### config.mk
export PLATFORM = sky130hd
export DESIGN_NAME = rcbd_cmd_fifo
export DESIGN_NICKNAME = d
export VERILOG_FILES = /design/src/rtl/core/rcbd_pkg.sv /design/src/rtl/core/rcbd_cmd_fifo.sv
export SDC_FILE = /design/constraint.sdc
export NUM_CORES = 1
export LEC_CHECK = 0
export BUFFER_PORTS_ARGS = -buffer_cell sky130_fd_sc_hd__buf_2
export CAP_MARGIN = 40
export CORE_UTILIZATION = 61
export DETAILED_ROUTE_END_ITERATION = 7
export PLACE_DENSITY_LB_ADDON = 0.25
export SLEW_MARGIN = 15
export SYNTH_ARGS = -nofsm -noshare
export SYNTH_HDL_FRONTEND = slang
export SYNTH_SLANG_ARGS = --single-unit
### constraint.sdc
create_clock -name clk -period 9.6 [get_ports clk]
set_clock_uncertainty 0.15 [all_clocks]
set_input_delay 0.96 -clock clk [delete_from_list [all_inputs] [get_ports clk]]
set_output_delay 0.96 -clock clk [all_outputs]
set_load 0.01 [all_outputs]
### src/rtl/core/rcbd_pkg.sv
// ----------------------------------------------------------------------------
// rcbd_pkg
// Shared types, codes and helper functions of the reference-copy base decoder.
// ----------------------------------------------------------------------------
package rcbd_pkg;

    localparam logic [7:0] CHAR_A = 8'h41;
    localparam logic [7:0] CHAR_C = 8'h43;
    localparam logic [7:0] CHAR_G = 8'h47;
    localparam logic [7:0] CHAR_T = 8'h54;

    localparam int START_W    = 24;
    localparam int RUN_W      = 7;
    localparam int LIT_W      = 64;
    localparam int COUNT_W    = 32;
    localparam int FIFO_DEPTH = 4;
    localparam int FIFO_AW    = $clog2(FIFO_DEPTH);

    typedef enum logic [2:0] {
        KIND_LOAD    = 3'd0,
        KIND_MATCH   = 3'd1,
        KIND_LITERAL = 3'd2,
        KIND_RESTART = 3'd3,
        KIND_CLEAR   = 3'd4
    } kind_t;

    typedef enum logic [1:0] {
        ERR_NONE  = 2'd0,
        ERR_RANGE = 2'd1,
        ERR_RUN   = 2'd2,
        ERR_FULL  = 2'd3
    } err_t;

    // Operations handed from the front part to the back part.
    typedef enum logic [2:0] {
        OP_LOAD    = 3'd0,
        OP_CLEAR   = 3'd1,
        OP_RESTART = 3'd2,
        OP_ERROR   = 3'd3,
        OP_MATCH   = 3'd4,
        OP_LITERAL = 3'd5
    } op_t;

    typedef enum logic {
        SEQ_IDLE = 1'b0,
        SEQ_RUN  = 1'b1
    } seq_state_t;

    typedef struct packed {
        logic [2:0]         kind;
        logic [7:0]         char_in;
        logic [START_W-1:0] ref_delta;
        logic [RUN_W-1:0]   run_length;
        logic [LIT_W-1:0]   literal_bases;
    } req_t;

    typedef struct packed {
        logic [7:0]         base_char;
        logic [COUNT_W-1:0] target_index;
        logic               last;
        logic [1:0]         error;
    } rsp_t;

    // The code field holds the base code of a load or the error code of an error.
    typedef struct packed {
        op_t                op;
        logic [1:0]         code;
        logic [START_W-1:0] start;
        logic [RUN_W-1:0]   len;
        logic [LIT_W-1:0]   lits;
    } cmd_t;

    function automatic logic [7:0] code_to_char(input logic [1:0] code);
        logic [7:0] ch;
        begin
            unique case (code)
                2'd0:    ch = CHAR_A;
                2'd1:    ch = CHAR_C;
                2'd2:    ch = CHAR_G;
                default: ch = CHAR_T;
            endcase
            return ch;
        end
    endfunction

    // Returns the valid flag in bit 2 and the base code in bits 1..0.
    function automatic logic [2:0] char_to_code(input logic [7:0] ch);
        logic [2:0] res;
        begin
            unique case (ch)
                CHAR_A:  res = 3'b100;
                CHAR_C:  res = 3'b101;
                CHAR_G:  res = 3'b110;
                CHAR_T:  res = 3'b111;
                default: res = 3'b000;
            endcase
            return res;
        end
    endfunction

endpackage

### src/rtl/core/rcbd_cmd_fifo.sv
// ----------------------------------------------------------------------------
// rcbd_cmd_fifo
// Short command queue between the front and back parts.
// ----------------------------------------------------------------------------
module rcbd_cmd_fifo (
    input  logic            clk,
    input  logic            rst_n,
    input  logic            push,
    input  rcbd_pkg::cmd_t  push_data,
    input  logic            pop,
    output rcbd_pkg::cmd_t  pop_data,
    output logic            full,
    output logic            empty
);
    import rcbd_pkg::*;

    cmd_t               entry_reg [FIFO_DEPTH];
    logic [FIFO_AW-1:0] wr_ptr_reg, rd_ptr_reg;
    logic [FIFO_AW:0]   count_reg;

    assign full     = (count_reg == (FIFO_AW + 1)'(FIFO_DEPTH));
    assign empty    = (count_reg == '0);
    assign pop_data = entry_reg[rd_ptr_reg];

    always_ff @(posedge clk)
    begin
        if (push)
        begin
            entry_reg[wr_ptr_reg] <= push_data;
        end
    end

    always_ff @(posedge clk or negedge rst_n)
    begin
        if (!rst_n)
        begin
            wr_ptr_reg <= '0;
            rd_ptr_reg <= '0;
            count_reg  <= '0;
        end
        else
        begin
            if (push)
            begin
                wr_ptr_reg <= FIFO_AW'(32'(wr_ptr_reg + 1'b1) % FIFO_DEPTH);
            end
            if (pop)
            begin
                rd_ptr_reg <= FIFO_AW'(32'(rd_ptr_reg + 1'b1) % FIFO_DEPTH);
            end
            if (push && !pop)
            begin
                count_reg <= count_reg + 1'b1;
            end
            else if (pop && !push)
            begin
                count_reg <= count_reg - 1'b1;
            end
        end
    end

endmodule

# After elaboration in Yosys (flattened, before gate mapping)
# Memories as Yosys holds them, arrays and structs flattened.
# Index checks and enable logic that the tools add are counted.
[totals]
ramBits = 400
memories = 1
input_bits = 104
out_inout_bits = 102
reg_bits = 7
[classes]
addsub = 4
reduce_logical = 6
eq_ne = 1
mux = 4
[mem_list]
columns = ["memory", "depth", "width", "read_ports", "rd_clocked_by_memory_dff", "write_ports", "line", "source"]
rows = [
  ["entry_reg", 4, 100, 1, 0, 1, "rcbd_cmd_fifo.sv:17", "cmd_t entry_reg [FIFO_DEPTH];"],
]
[ops]
columns = ["operator", "count"]
rows = [
  ["2-to-1 mux 3 bit", 2],
  ["adder 2 x 1 -> 2 bit, second input constant", 2],
  ["adder 3 x 1 -> 3 bit, second input constant", 1],
  ["== test 3 bit, second input constant", 1],
  ["logical NOT 3 bit", 1],
  ["subtractor 3 x 1 -> 3 bit, second input constant", 1],
  ["logical AND 1 bit", 2],
  ["logical NOT 1 bit", 2],
  ["2-to-1 mux 1 bit", 2],
  ["nonzero test 2 bit", 1],
]

# Longest topological paths before layout
[depth]
ltp_word = 4
mapped_depth = 7
mapped_depth_nobuf = 7

# Worst setup path after synthesis
# OpenSTA, ideal clock, no wires.
[synth_timing]
kind = "input port to flip-flop"
startpoint = "input port push"
endpoint = "memory entry_reg[1][0] in the netlist's numbering, enable pin"
required_time_ns = 8.980
t_arrival_ns = 3.269
stages = 1
n_path_buf = 0
path_slack_ns = 5.711
cell_sequence = "and2_1"
[synth_via]
elab_chain_len = 2
[synth_lines]
columns = ["element", "line", "source"]
rows = [
  ["start: declaration", "rcbd_cmd_fifo.sv:8", "input logic push,"],
  ["2-to-1 mux 1 bit", "rcbd_cmd_fifo.sv:27", "if (push)"],
  ["2-to-1 mux 1 bit (not written as such)", "rcbd_cmd_fifo.sv:29", "entry_reg[wr_ptr_reg] <= push_data;"],
  ["end: declaration", "rcbd_cmd_fifo.sv:17", ""],
]
# No other way between the ends.

==> flow_summary.ini <==
[global_route]
first_global_vias = 7104
overflow = 0
grt_max_degree = 58
antenna_found_initial = 3
grt_pass1_wl_um = 39920
grt_use_total_pct = 22.16

[synth]
synthAdderAreaFrac_pct = 0.5571
synth.area.mux_share_pct = 15.27
synth_nets = 666
yosysSeqAreaShare_pct = 82.21
syn_inst = 556
avgSynthCellArea_um2 = 26.66
yosysWarnings = 0
netlist_area_um2 = 14820
synth_compound_area_share_pct = 0.03376
ys_ff_latch = 407
synth_cell_types = 19
synth_top_family_by_area = multiplexers
synth_xor_area_share_pct = 0.3545
synthSimpleGateAreaFrac_pct = 0.3292

[cells_and_area]
nets = 903
drive_gt1_share_pct = 45.98
post-route-util_pct = 74.08
final_area_um2 = 17540
largest_register_ffs = 400
synthToLayoutAreaGrowth_pct = 18.34

[outcome]
status = finished clean

[power_and_ir_drop]
power_switching_share_pct = 27.80
p_total_mw = 5.436
p_switching_mw = 1.511
clkPwrFrac_pct = 27.2
powerDensity_nw_per_um2 = 309.9
p_comb_share_pct = 27.5
peakVddDrop_mv = 0.2231
seqPwrFrac_pct = 45.3
p_leak_nw = 6.030
p_int_mw = 3.925

[critical_path]
crit_type = reg -> out
cp_max_fo = 38
critPathRequiredTime_ns = 8.49
crit_path_end_kind = primary output
worstSetupStartpointType = register
cp_data_arrival_time_ns = 3.15

[detailed_routing]
viasPerCell = 5.801
drt_iter0_markers = 428
via_count = 6630
ant_nets = 0
drt_pass1_iterations = 5
drt-wirelength-per-cell_um = 23.53
wl_um = 26900
drc = 0

[placed_design]
dpl_cell_area_um2 = 16260
port_buffers = 205
place.detailed.hpwl_um = 16210
gp_congestion = 0.7111

[cts]
clk_pin_slew_worst_paths_ns = 0.06
cts_resized = 0
cts_buffer_depth = 3
cts_setup_buffers = 0
ctsRootBufferMaster = clkbuf_16
numClockSinks = 407
cts_buffers = 40
holdBufCountCts = 0
cts_tree = done
insertion_delay_ns = 0.50
cts_max_level = 2

[sta]
hold_viol = 0
final.setup.tns_ns = 0
setup_viol = 0
worst_hold_slack_ns = 0.1340
tightest_slew_ns = 0.8500
fmax_mhz = 234.7
slew_viol_final = 0
finalCritPeriodShare_pct = 44.38
grt_setup_unrepaired = false
maxSlewHeadroom_pct = 43.33
period_minus_slack_ns = 4.261

[floorplan]
core_um2 = 23680
dieArea_um2 = 24930
initial_core_util_pct = 62.60
pin_count = 206
die_w_um = 157.9
die_height_um = 157.9
core.rowCount = 56

[min_path]
hp-class = in -> async

[flow_run]
maxCapViolCount = 0
## final timing paths
kind / from / to / slack [ns] / cells after the start
worst min-delay path: rst_n / count_reg[2] / 0.13 / 1
worst max register to register: wr_ptr_reg[0] / entry_reg[2][89] / 6.96 / 4
max in group asynchronous: rst_n / rd_ptr_reg[1] / 8.98 / 1
worst max-delay path: rd_ptr_reg[0] / pop_data[93] / 5.34 / 6
min in group clk: count_reg[2] / count_reg[2] / 0.34 / 1
worst min register to register: count_reg[2] / count_reg[2] / 0.34 / 1
## cells by family (layout without fill, tap and decap cells)
group	after synthesis	after routing
buf+inv	26	290
mux	101	101
other cells	0	4
xor+xnor	6	6
compound gates	1	1
flops	407	407
simple gates	9	9
fa+ha+maj	6	6
## critical path, stage by stage (launching register included)
cell	delay [ns]
dfrtp_4	0.70
buf_4	0.21
buf_16	0.26
buf_4	0.39
buf_16	0.28
mux4_2	0.57
buf_2	0.17
## cells in the mapped netlist, drive strengths merged
cell type / number / area, um^2
edfxtp: 400 / 12010
mux4: 100 / 2252
buf: 21 / 166.4
dfrtp: 7 / 175.2
ha: 5 / 62.56
and2: 4 / 25.02
inv: 4 / 15.01
xor2: 4 / 35.03
nand2: 2 / 7.510
xnor2: 2 / 17.52
clkbuf: 1 / 3.750
fa: 1 / 20.02
mux2: 1 / 11.26
nor2: 1 / 3.750
nor3: 1 / 5.000
nor3b: 1 / 7.510
o21ai: 1 / 5.000
## cell type report
cell class              instances  area, um^2
diodes                          4       10.01
clock buffers                  47        1049
clock inverters                22       197.7
fillers                      1367        6140
inverters                       4       15.01
multi-input cells             123        2462
flip-flops and latches        407       12190
well taps                     319       399.1
repair buffers                217        1216
## per-stage QoR
step                std cells  setup slack (ns)
CTS                      1138             4.905
detailed placement       1069             5.470
floorplan                 556             5.711
finish                   1143             5.339
global route             1141             5.093
global placement         1065             5.360
## cells in the final DEF, fill, tap and decap left out
| master | n |
|---|---|
| edfxtp_1 | 400 |
| buf_2 | 205 |
| mux4_2 | 100 |
| clkbuf_16 | 41 |
| clkinv_1 | 10 |
| clkinv_2 | 8 |
| buf_4 | 7 |
| clkbuf_1 | 6 |
| ha_1 | 5 |
| dfrtp_1 | 5 |
| buf_16 | 5 |
| diode_2 | 4 |
| inv_1 | 4 |
| and2_4 | 4 |
| xor2_1 | 4 |
| bufinv_16 | 4 |
| xnor2_1 | 2 |
| nand2_1 | 2 |
| dfrtp_4 | 2 |
| nor3_1 | 1 |
| nor3b_1 | 1 |
| mux2_2 | 1 |
| o21ai_0 | 1 |
| nor2_1 | 1 |
| fa_1 | 1 |
## power groups by stage
stage	Combinational, mW	Sequential [mW]	Clock (mW)
after floorplan	1.03	2.44	0
after global routing	1.61	2.49	1.57
final	1.50	2.46	1.48
after global placement	1.45	2.47	0
after detailed placement	1.50	2.50	0
after CTS	1.52	2.47	1.50
## metal layers
metal | track usage [%] | up-vias | part of all wire, %
met4 | 8.044 | 2 | 2.3
li1 | - | 2879 | -
met2 | 38.10 | 243 | 53
met3 | 5.584 | 48 | 7.0
met1 | 27.46 | 3458 | 38
met5 | 0 | - | 0.030
No activity file was read; power rests on OpenSTA's default activity.
