`config.mk`:
```
export PLATFORM = sky130hd
export DESIGN_NAME = rcbd_front
export DESIGN_NICKNAME = d
export VERILOG_FILES = /design/src/rtl/core/rcbd_pkg.sv /design/src/rtl/core/rcbd_front.sv
export SDC_FILE = /design/constraint.sdc
export NUM_CORES = 1
export LEC_CHECK = 0
export BUFFER_PORTS_ARGS = -buffer_cell sky130_fd_sc_hd__clkbuf_2
export CORE_MARGIN = 2
export CORE_UTILIZATION = 32
export CTS_BUF_LIST = sky130_fd_sc_hd__clkbuf_2
export CTS_CLUSTER_SIZE = 40
export DETAILED_ROUTE_END_ITERATION = 8
export GPL_ROUTABILITY_DRIVEN = 1
export GPL_TIMING_DRIVEN = 0
export HOLD_SLACK_MARGIN = 0.1
export RECOVER_POWER = 25
export SLEW_MARGIN = 5
export SYNTH_ARGS = -nofsm -noshare
export SYNTH_HDL_FRONTEND = slang
export SYNTH_SLANG_ARGS = --single-unit
```
`constraint.sdc`:
```
create_clock -name clk -period 10.9 [get_ports clk]
set_input_delay 2.18 -clock clk [delete_from_list [all_inputs] [get_ports clk]]
set_output_delay 2.18 -clock clk [all_outputs]
set_load 0.02 [all_outputs]
```
`src/rtl/core/rcbd_pkg.sv`:
```
// ----------------------------------------------------------------------------
// rcbd_pkg
// Shared types, codes and helper functions of the reference-copy base decoder.
// ----------------------------------------------------------------------------
package rcbd_pkg;

    localparam logic [7:0] CHAR_A = 8'h41;
    localparam logic [7:0] CHAR_C = 8'h43;
    localparam logic [7:0] CHAR_G = 8'h47;
    localparam logic [7:0] CHAR_T = 8'h54;

    localparam int START_W    = 24;
    localparam int RUN_W      = 7;
    localparam int LIT_W      = 64;
    localparam int COUNT_W    = 32;
    localparam int FIFO_DEPTH = 4;
    localparam int FIFO_AW    = $clog2(FIFO_DEPTH);

    typedef enum logic [2:0] {
        KIND_LOAD    = 3'd0,
        KIND_MATCH   = 3'd1,
        KIND_LITERAL = 3'd2,
        KIND_RESTART = 3'd3,
        KIND_CLEAR   = 3'd4
    } kind_t;

    typedef enum logic [1:0] {
        ERR_NONE  = 2'd0,
        ERR_RANGE = 2'd1,
        ERR_RUN   = 2'd2,
        ERR_FULL  = 2'd3
    } err_t;

    // Operations handed from the front part to the back part.
    typedef enum logic [2:0] {
        OP_LOAD    = 3'd0,
        OP_CLEAR   = 3'd1,
        OP_RESTART = 3'd2,
        OP_ERROR   = 3'd3,
        OP_MATCH   = 3'd4,
        OP_LITERAL = 3'd5
    } op_t;

    typedef enum logic {
        SEQ_IDLE = 1'b0,
        SEQ_RUN  = 1'b1
    } seq_state_t;

    typedef struct packed {
        logic [2:0]         kind;
        logic [7:0]         char_in;
        logic [START_W-1:0] ref_delta;
        logic [RUN_W-1:0]   run_length;
        logic [LIT_W-1:0]   literal_bases;
    } req_t;

    typedef struct packed {
        logic [7:0]         base_char;
        logic [COUNT_W-1:0] target_index;
        logic               last;
        logic [1:0]         error;
    } rsp_t;

    // The code field holds the base code of a load or the error code of an error.
    typedef struct packed {
        op_t                op;
        logic [1:0]         code;
        logic [START_W-1:0] start;
        logic [RUN_W-1:0]   len;
        logic [LIT_W-1:0]   lits;
    } cmd_t;

    function automatic logic [7:0] code_to_char(input logic [1:0] code);
        logic [7:0] ch;
        begin
            unique case (code)
                2'd0:    ch = CHAR_A;
                2'd1:    ch = CHAR_C;
                2'd2:    ch = CHAR_G;
                default: ch = CHAR_T;
            endcase
            return ch;
        end
    endfunction

    // Returns the valid flag in bit 2 and the base code in bits 1..0.
    function automatic logic [2:0] char_to_code(input logic [7:0] ch);
        logic [2:0] res;
        begin
            unique case (ch)
                CHAR_A:  res = 3'b100;
                CHAR_C:  res = 3'b101;
                CHAR_G:  res = 3'b110;
                CHAR_T:  res = 3'b111;
                default: res = 3'b000;
            endcase
            return res;
        end
    endfunction

endpackage

```
`src/rtl/core/rcbd_front.sv`:
```
// ----------------------------------------------------------------------------
// rcbd_front
// Accepts items, checks them against the reference fill and the match chain,
// and turns each into at most one command for the back part.
// ----------------------------------------------------------------------------
module rcbd_front #(
    parameter int REF_DEPTH       = 16777216,
    parameter int MAX_MATCH_RUN   = 64,
    parameter int MAX_LITERAL_RUN = 32
) (
    input  logic            clk,
    input  logic            rst_n,
    input  logic            req_valid,
    output logic            req_ready,
    input  rcbd_pkg::req_t  req,
    output logic            push,
    output rcbd_pkg::cmd_t  push_data,
    input  logic            full
);
    import rcbd_pkg::*;

    localparam int FW = $clog2(REF_DEPTH + 1);
    localparam int CW = (FW > START_W + 1) ? FW : START_W + 1;
    localparam logic [FW-1:0]    DEPTH_C     = FW'(REF_DEPTH);
    localparam logic [RUN_W-1:0] MAX_MATCH_C = RUN_W'(MAX_MATCH_RUN);
    localparam logic [RUN_W-1:0] MAX_LIT_C   = RUN_W'(MAX_LITERAL_RUN);

    logic [FW-1:0]      fill_reg, fill_next;
    logic [START_W-1:0] prev_start_reg, prev_start_next;
    logic [START_W-1:0] match_start;
    logic [CW-1:0]      match_end;
    logic [2:0]         char_code;
    logic               accept;
    logic               push_c;
    cmd_t               cmd_c;

    assign req_ready   = !full;
    assign accept      = req_valid && req_ready;
    assign match_start = prev_start_reg + req.ref_delta;
    assign match_end   = CW'(match_start) + CW'(req.run_length);
    assign char_code   = char_to_code(req.char_in);

    always_comb
    begin
        cmd_c           = '0;
        cmd_c.op        = OP_LOAD;
        cmd_c.start     = match_start;
        cmd_c.len       = req.run_length;
        cmd_c.lits      = req.literal_bases;
        push_c          = 1'b0;
        fill_next       = fill_reg;
        prev_start_next = prev_start_reg;
        unique case (kind_t'(req.kind))
            KIND_LOAD:
            begin
                if (char_code[2])
                begin
                    push_c = 1'b1;
                    if (fill_reg >= DEPTH_C)
                    begin
                        cmd_c.op   = OP_ERROR;
                        cmd_c.code = ERR_FULL;
                    end
                    else
                    begin
                        cmd_c.op   = OP_LOAD;
                        cmd_c.code = char_code[1:0];
                        fill_next  = fill_reg + 1'b1;
                    end
                end
            end
            KIND_MATCH:
            begin
                if (req.run_length > MAX_MATCH_C)
                begin
                    push_c     = 1'b1;
                    cmd_c.op   = OP_ERROR;
                    cmd_c.code = ERR_RUN;
                end
                else if (match_end > CW'(fill_reg))
                begin
                    push_c     = 1'b1;
                    cmd_c.op   = OP_ERROR;
                    cmd_c.code = ERR_RANGE;
                end
                else
                begin
                    // An empty match still moves the chain but makes no bases.
                    prev_start_next = match_start;
                    push_c          = (req.run_length != '0);
                    cmd_c.op        = OP_MATCH;
                end
            end
            KIND_LITERAL:
            begin
                if (req.run_length > MAX_LIT_C)
                begin
                    push_c     = 1'b1;
                    cmd_c.op   = OP_ERROR;
                    cmd_c.code = ERR_RUN;
                end
                else
                begin
                    push_c   = (req.run_length != '0);
                    cmd_c.op = OP_LITERAL;
                end
            end
            KIND_RESTART:
            begin
                prev_start_next = '0;
                push_c          = 1'b1;
                cmd_c.op        = OP_RESTART;
            end
            KIND_CLEAR:
            begin
                fill_next = '0;
                push_c    = 1'b1;
                cmd_c.op  = OP_CLEAR;
            end
            default:
            begin
                push_c = 1'b0;
            end
        endcase
    end

    assign push      = accept && push_c;
    assign push_data = cmd_c;

    always_ff @(posedge clk or negedge rst_n)
    begin
        if (!rst_n)
        begin
            fill_reg       <= '0;
            prev_start_reg <= '0;
        end
        else if (accept)
        begin
            fill_reg       <= fill_next;
            prev_start_reg <= prev_start_next;
        end
    end

endmodule

```
# After elaboration in Yosys (flattened, before gate mapping)
# Index checks and enable logic that the tools add are counted.
[totals]
regBits = 49
latch_bits = 0
ram_bits = 0
mem_bits_ro = 0
input_bits = 110
out_inout_bits = 102
wordCells = 52
memories = 0
[op_classes]
add_sub_neg = 3
mul = 0
div = 0
magnitude_cmp = 4
eq_ne = 12
n_shift = 0
mux = 21
n_bitwise = 0
n_reduce_logical = 10
[ops]
columns = ["op", "count"]
rows = [
  ["$mux 25", 2],
  ["$pmux 25 s2", 1],
  ["$mux 24", 2],
  ["$pmux 24 s2", 1],
  ["$eq 8x7->1 const B", 4],
  ["$add 24x7->25", 1],
  ["$add 25x1->25 const B", 1],
  ["$ge 25x25->1 const B", 1],
  ["$gt 25x25->1", 1],
  ["$add 24x24->24", 1],
  ["$pmux 3 s5", 1],
  ["$pmux 3 s4", 1],
  ["$mux 4", 2],
  ["$ne 2x2->1 const B", 4],
  ["$reduce_and 4->1", 2],
  ["$gt 7x6->1 const B", 1],
  ["$gt 7x7->1 const B", 1],
  ["$reduce_bool 7->1", 1],
  ["$eq 3x2->1 const B", 2],
  ["$mux 3", 2],
  ["$pmux 2 s3", 1],
  ["$mux 1", 5],
  ["$mux 5", 1],
  ["$pmux 1 s4", 1],
  ["8 further kinds", 10],
]

# Depth between registers and ports, before layout
# Gate-level depths: netlist of run 1.
[depth]
word_depth = 7
depth_mapped = 26

# Least setup slack after synthesis of run 1
# No wires, ideal clock.
[synth_timing]
kind = "input to output"
startpoint = "input req[71] (netlist bit)"
endpoint = "output push_data[97] (netlist bit)"
arrival_ns = 7.523
setup_slack_ns = 1.197
cell_stages = 23
cell_sequence = "ha_1 inv_1 fa_1 nand2b_1 nand2b_1 a21oi_1 xnor2_1 ha_1 a21boi_0 o21a_1 o21ai_0 a2111oi_4 nand4_2 nor3_2 xnor2_1 ha_1 nand4_1 or3_1 o21ai_0 a211oi_1 a21oi_1 a21oi_1 o311ai_0"
[synth_lines]
columns = ["item", "line", "rtl"]
rows = [
  ["from (decl)", "rcbd_front.sv:15", "input rcbd_pkg::req_t req,"],
  ["to (decl)", "rcbd_front.sv:17", "output rcbd_pkg::cmd_t push_data,"],
]

# Final worst setup path of run 1
[layout_timing]
startpoint = "input req[71] (netlist bit)"
endpoint = "output push"
[layout_via]
elab_chain_len = 7
[layout_lines]
columns = ["item", "line", "rtl"]
rows = [
  ["$add 24x24->24", "rcbd_front.sv:39", "assign match_start = prev_start_reg + req.ref_delta;"],
  ["$add 24x7->25", "rcbd_front.sv:40", "assign match_end = CW'(match_start) + CW'(req.run_length);"],
  ["$gt 25x25->1", "rcbd_front.sv:80", "else if (match_end > CW'(fill_reg))"],
  ["$mux 1", "rcbd_front.sv:80", ""],
  ["$mux 1", "rcbd_front.sv:74", "if (req.run_length > MAX_MATCH_C)"],
  ["$pmux 1 s4", "rcbd_front.sv:53", "unique case (kind_t'(req.kind))"],
  ["$logic_and 1x1->1", "rcbd_front.sv:127", "assign push = accept && push_c;"],
  ["to (decl)", "rcbd_front.sv:16", "output logic push,"],
]
# Every way passes these cells.

==> impl_metrics.py, run 1 <==
metrics = {
    "place": {
        "dp_slack_ns": 0.826,
        "place_congestion": 0.822,
        "port_buffers": 147,
        "place_inst": 987,
        "post-dp-hpwl_um": 10800,
    },
    "floorplan": {
        "die_y_um": 133,
        "boundaryPins": 212,
        "core-area_um2": 16400,
        "rows": 47,
        "die_area_um2": 17700,
        "initial_utilization_pct": 32.4,
        "die_x_um": 133,
    },
    "critical_path": {
        "cp-end-kind": "primary output",
        "crit_family": "simple AND/OR/NAND/NOR gates",
        "cpPeakStageDelay_ns": 0.56,
        "worst-endpoint-arrival_ns": 7.81,
        "crit_start": "req[71]",
        "r2r_start": "prev_start_reg[0]",
        "crit_path_max_fanout": 8,
        "cp-start-kind": "input pin",
        "crit_type": "in2out",
        "cp_slowest_cell": "a21oi_1",
        "crit_buf_inv": 3,
        "required_ns": 8.72,
        "cp_common_cell": "ha_1",
        "path_cells": "clkbuf_2 -> ha_1 -> inv_1 -> fa_1 -> nand2b_1 -> a21o_1 -> nand2_1 -> xor2_1 -> ha_1 -> nand2_1 -> o21ai_0 -> nor4b_2 -> nand4_2 -> nor4_2 -> xor2_1 -> ha_1 -> nand4_1 -> nor4_1 -> a211oi_1 -> a21oi_1 -> o21ai_0 -> a211oi_1 -> clkbuf_2",
        "r2r_slack_ns": 4.02,
    },
    "synthesis": {
        "synth_seq_area_share_pct": 23.1,
        "synth_cells": 620,
        "synth.top_cell.area_share_pct": 23.1,
        "synth-edff-count": 0,
        "synth_area_leaders": "dfrtp_1 (23%), ha_1 (13%), buf_4 (10%)",
        "yosysWarnings": 0,
        "syn_area_um2": 5310,
        "syn_avg_cell_area_um2": 8.57,
        "synth_nets": 789,
        "async_flop_share_pct": 100,
        "yosys.area.top_type": "dfrtp_1",
        "synth-seq-cells": 49,
        "ys.flop_type": "dfrtp_1",
        "yosys.cell_count.top_type": "buf_4",
        "ys_types": 67,
        "synthTopCellsByCount": "buf_4 (71), ha_1 (57), dfrtp_1 (49), nor2_1 (49), inv_1 (47)",
    },
    "detailed_routing": {
        "drc_errors": 0,
        "dr.pass1.iters": 6,
        "totalWireLength_um": 13200,
        "num_vias": 4755,
        "via_per_inst": 4.77,
        "ant_nets": 0,
        "first_iter_violations": 178,
        "routedWlPerCell_um": 13.2,
    },
    "clock_network": {
        "cts.sinks": 49,
        "cts_resized": 0,
        "clkTransAtPathRegs_ns": 0.28,
        "clk_path_buf_depth": 2,
        "cts_tree": "built",
        "clkLatencyLatePin_ns": 0.48,
        "post_cts_buffers": 0,
        "htree_levels": 2,
        "ctsRootBufferMaster": "clkbuf_2",
        "cts_buffers": 5,
        "postCtsHoldBufs": 0,
    },
    "final_layout": {
        "drive_above_1_share_pct": 33.0,
        "largest_register_ffs": 25,
        "area_growth_syn_to_layout_pct": 20.4,
        "nets": 943,
        "stdcell_count": 996,
    },
    "sta": {
        "timing.fmax_ghz": 0.100,
        "setup_viol_count_final": 0,
        "fin_crit_ns": 9.99,
        "hold_ws_ns": 0.554,
        "rsz0062_at_grt": "no",
        "tightest_slew_ns": 2.88,
        "timing.final.ws_setup_ns": 0.906,
        "finalHoldViolCount": 0,
        "tns_ns": 0,
        "drv_slew": 50,
        "relSlewSlack_pct": -91.7,
        "fin_crit_sh_pct": 91.7,
        "fin_skew_ns": 0.0213,
    },
    "power_and_ir_drop": {
        "irDropWorstVdd_mv": 0.0906,
        "cellPowerDensity_nw_per_um2": 205,
        "p_leak_nw": 3.17,
    },
    "global_routing": {
        "antenna_found_initial": 1,
        "overflow": 0,
        "grt_pass1_vias": 4507,
        "grt_max_degree": 50,
        "grt_pass1_wl_um": 21900,
        "grt.total_usage_pct": 15.0,
    },
    "outcome": {
        "outcome": "finished, violations left",
        "violations": "max-capacitance violations, max-slew violations",
    },
    "hold_path": {
        "holdCritPathClass": "reg2reg",
        "min_from": "prev_start_reg[17]",
    },
    "job": {
        "drv_cap": 1,
    },
}
## worst reg2reg max path: cells and delay by family, from the launching register on
| kind | cells | cell delay [ns] |
|---|---|---|
| fa+ha+maj | 4 | 1.16 |
| compound gates | 6 | 2.32 |
| xor+xnor | 2 | 0.45 |
| buf+inv | 2 | 0.56 |
| flops | 1 | 0.42 |
| simple gates | 8 | 1.93 |
## power by group
group          switching (mW)  internal [mW]  total (mW)  leakage, nW
clock                  0.0675         0.0390       0.106       0.0392
sequential             0.0255          0.222       0.248        0.656
combinational           0.572          0.383       0.955         2.47
## metal layers
layer / track usage [%] / up-vias / wire length [um]
li1: - / 2428 / -
met2: 25.3 / 136 / 6320
met1: 20.1 / 2178 / 6030
met4: 4.00 / 0 / 216
met5: 0 / - / 0
met3: 2.03 / 13 / 629
## cells in the final DEF, fill, tap and decap left out, types with 24 or more instances in the layout
cell	n
ha_1	57
nor2_1	49
nand2_1	39
a22o_1	24
xnor2_1	40
inv_1	47
clkbuf_2	151
a21oi_1	44
o21ai_0	28
buf_4	71
dfrtp_1	49
## layout make-up
type | count | area (um2)
fillers | 1712 | 10000
multi-input cells | 444 | 3340
flip-flops and latches | 49 | 1230
repair buffers | 147 | 734
plain buffers | 78 | 559
well taps | 220 | 275
inverters | 49 | 185
clock inverters | 3 | 46.3
clock buffers | 5 | 25.0
diodes | 1 | 2.50
## metrics by stage
step	cell area (um2)	total power, mW	util (%)
after floorplan	5310	0.974	-
after global placement	6320	1.20	38.5
after global routing	6400	1.44	39.0
final	6400	1.31	39.0
after CTS	6400	1.33	39.0
after detailed placement	6330	1.21	38.6
## cells by family after synthesis
kind of cell               Yosys count  share of synthesized area (%)
and+or+nand+nor                    174                           17.5
DFF                                 49                           23.1
xor gates and xnor gates            61                           11.3
adders and majority gates           59                           14.2
buffers and inverters              127                           14.0
AOI/OAI and AO/OA                  150                           19.9
## path summary, 6_finish.rpt
path | endpoint | cells past startpoint
min in group asynchronous | fill_reg[0] | 1
hold reg to reg | prev_start_reg[17] | 1
setup reg to reg | prev_start_reg[5] | 22
max in group asynchronous | fill_reg[17] | 1
setup / recovery | push | 23
hold / removal | prev_start_reg[17] | 1
Power figures use the tool's default switching activity.
==> run 2: changes to the inputs <==
Settings changed: ABC_AREA from default to 1, CORE_MARGIN 2 to 1.5.
==> run 2 against run 1 <==
  * The run still ends with max-capacitance violations, max-slew violations left
  * First-iteration DRC count increased by 150%
  * Power grew 43%
  * Count of clock-buffer cells in the layout did not move
  * Fmax rose by 9.2%
  * Global-route usage increased by 3.0 points
  * Non-clock buffer count up 7
  * Synthesized cell count increased by 62%
  * Core utilization shrank 0.37 points
  * Final cell count grew 43%
  * Register-to-register slack improved by 0.96 ns
  * Clock power down 8%
  * Largest cell class unchanged
  * Largest power group unchanged
==> impl_metrics.py, run 2 <==
metrics = {
    "outcome": {
        "outcome": "finished, violations left",
        "violations": "max-capacitance violations, max-slew violations",
    },
    "final_layout": {
        "largest_register_ffs": 25,
        "antenna_cells": 0,
        "final_cell_mix": "nand2_1 (274), inv_1 (153), clkbuf_2 (151)",
        "postLayoutCoreUtil_pct": 38.6,
        "fillers": 2146,
        "mostFrequentLayoutCell": "nand2_1",
        "nets": 1328,
        "area_growth_syn_to_layout_pct": 17.2,
        "stdcell_count": 1425,
        "drive_above_1_share_pct": 25.3,
    },
    "critical_path": {
        "crit_type": "in2out",
        "required_ns": 8.72,
        "timing.rr.end": "prev_start_reg[14]",
        "crit_buf_inv": 6,
        "cpPeakStageDelay_ns": 0.40,
        "cp-start-kind": "input pin",
        "cp-end-kind": "primary output",
        "worst-endpoint-arrival_ns": 6.97,
        "crit_path_max_fanout": 4,
        "r2r_slack_ns": 4.98,
        "crit_family": "simple AND/OR/NAND/NOR gates",
        "r2r_start": "prev_start_reg[0]",
        "endpoint": "push_data[98]",
        "cp_common_cell": "nand2_1",
        "cp_num_cells": 34,
        "crit_start": "req[71]",
        "r2r_cells": 35,
        "cp_slowest_cell": "fa_1",
    },
    "floorplan": {
        "initial_utilization_pct": 33.0,
        "boundaryPins": 212,
        "core-area_um2": 19700,
        "die_area_um2": 21200,
        "die_x_um": 145,
        "die_y_um": 145,
        "rows": 51,
    },
    "detailed_routing": {
        "totalWireLength_um": 19000,
        "drc_errors": 0,
        "routedWlPerCell_um": 13.3,
        "num_vias": 6769,
        "via_per_inst": 4.75,
        "ant_nets": 0,
        "dr.pass1.iters": 5,
        "first_iter_violations": 439,
    },
    "place": {
        "port_buffers": 147,
        "dp_slack_ns": 1.77,
        "place_inst": 1417,
        "place_congestion": 0.916,
        "post-dp-hpwl_um": 15900,
    },
    "synthesis": {
        "synth-seq-cells": 49,
        "yosys.area.top_type": "dfrtp_1",
        "ys_types": 42,
        "async_flop_share_pct": 100,
        "synthTopCellsByCount": "nand2_1 (274), inv_1 (153), buf_4 (71), nor2_1 (63), ha_1 (57)",
        "synth_cells": 1005,
        "synth-edff-count": 0,
        "yosysWarnings": 0,
        "yosys.cell_count.top_type": "nand2_1",
        "synth.top_cell.area_share_pct": 18.9,
        "synth_seq_area_share_pct": 18.9,
        "synth_nets": 1174,
        "syn_area_um2": 6500,
        "synth_area_leaders": "dfrtp_1 (19%), nand2_1 (16%), ha_1 (11%)",
        "ys.flop_type": "dfrtp_1",
        "syn_avg_cell_area_um2": 6.47,
    },
    "sta": {
        "relSlewSlack_pct": -101,
        "fin_crit_ns": 9.15,
        "fin_skew_ns": 0.0583,
        "tightest_slew_ns": 3.02,
        "fin_crit_sh_pct": 83.9,
        "drv_slew": 50,
        "setup_viol_count_final": 0,
        "tns_ns": 0,
        "timing.fmax_ghz": 0.109,
        "timing.final.ws_setup_ns": 1.75,
        "finalHoldViolCount": 0,
        "rsz0062_at_grt": "no",
    },
    "clock_network": {
        "htree_levels": 2,
        "clk_path_buf_depth": 2,
        "post_cts_buffers": 0,
        "ctsRootBufferMaster": "clkbuf_2",
        "cts_resized": 0,
        "clkTransAtPathRegs_ns": 0.31,
        "postCtsHoldBufs": 0,
        "clkLatencyLatePin_ns": 0.56,
        "cts.sinks": 49,
        "cts_buffers": 5,
        "cts_tree": "built",
    },
    "hold_path": {
        "holdCritPathClass": "reg2reg",
    },
    "global_routing": {
        "grt_pass1_vias": 6128,
        "grt_pass1_wl_um": 31200,
        "grt_max_degree": 50,
        "grt.total_usage_pct": 18.0,
        "antenna_found_initial": 0,
        "overflow": 0,
    },
    "job": {
        "drv_cap": 1,
    },
    "power_and_ir_drop": {
        "cellPowerDensity_nw_per_um2": 246,
        "p_leak_nw": 4.18,
        "irDropWorstVdd_mv": 0.155,
    },
}
run 2: cell families after synthesis:
logic type / count (synthesis) / synth area share [%]
adders and majority gates: 59 / 11.6
DFF: 49 / 18.9
xor gates and xnor gates: 43 / 5.80
buffers and inverters: 248 / 18.5
and+or+nand+nor: 521 / 37.6
AOI/OAI and AO/OA: 85 / 7.64
run 2: stage by stage:
stage	hold slack (ns)	total power, mW	area (um2)
6_report	0.535	1.87	7610
5_1_grt	0.564	2.09	7610
4_1_cts	0.537	1.89	7620
3_5_place_dp	0.474	1.78	7570
3_3_place_gp	0.466	1.76	7560
2_1_floorplan	0.454	1.40	6500
run 2: power breakdown:
group,switching [mW],internal (mW),total [mW]
sequential,0.0359,0.231,0.267
clock,0.0804,0.0172,0.0976
combinational,0.985,0.522,1.51
total,1.10,0.771,1.87
run 2: worst min-delay path by stage:
| stage | start | end | slack (ns) | depth (start not counted) |
|---|---|---|---|---|
| after floorplan | prev_start_reg[0] | prev_start_reg[0] | 0.45 | 2 |
| after global placement | prev_start_reg[0] | prev_start_reg[0] | 0.47 | 2 |
| after detailed placement | prev_start_reg[8] | prev_start_reg[8] | 0.47 | 2 |
| after CTS | prev_start_reg[2] | prev_start_reg[2] | 0.54 | 2 |
| after global routing | prev_start_reg[14] | prev_start_reg[14] | 0.56 | 2 |
| final | prev_start_reg[14] | prev_start_reg[14] | 0.53 | 2 |
run 2: worst register-to-register path: cells and delay by family (launching register included):
family          cells  cell delay, ns
compound gates      4            0.80
xor+xnor            1            0.36
fa+ha+maj           4            1.25
buf+inv             6            1.00
flops               1            0.44
simple gates       20            2.02
run 2: cell type report:
| class | instances | area, um2 | area share, % |
|---|---|---|---|
| plain buffers | 85 | 589 | 7.74 |
| clock buffers | 5 | 25.0 | 0.329 |
| clock inverters | 3 | 26.3 | 0.345 |
| inverters | 163 | 612 | 8.03 |
| multi-input cells | 708 | 4070 | 53.5 |
| flip-flops and latches | 49 | 1230 | 16.1 |
| well taps | 265 | 332 | 4.35 |
| repair buffers | 147 | 734 | 9.65 |
run 2: routing by layer:
metal / share of wire (%) / track usage [%] / vias to the layer above
li1: - / - / 3448
met1: 50 / 26.4 / 3062
met2: 43 / 28.4 / 251
met3: 6.8 / 2.54 / 8
met4: 0.43 / 2.30 / 0
met5: 0 / 0 / -
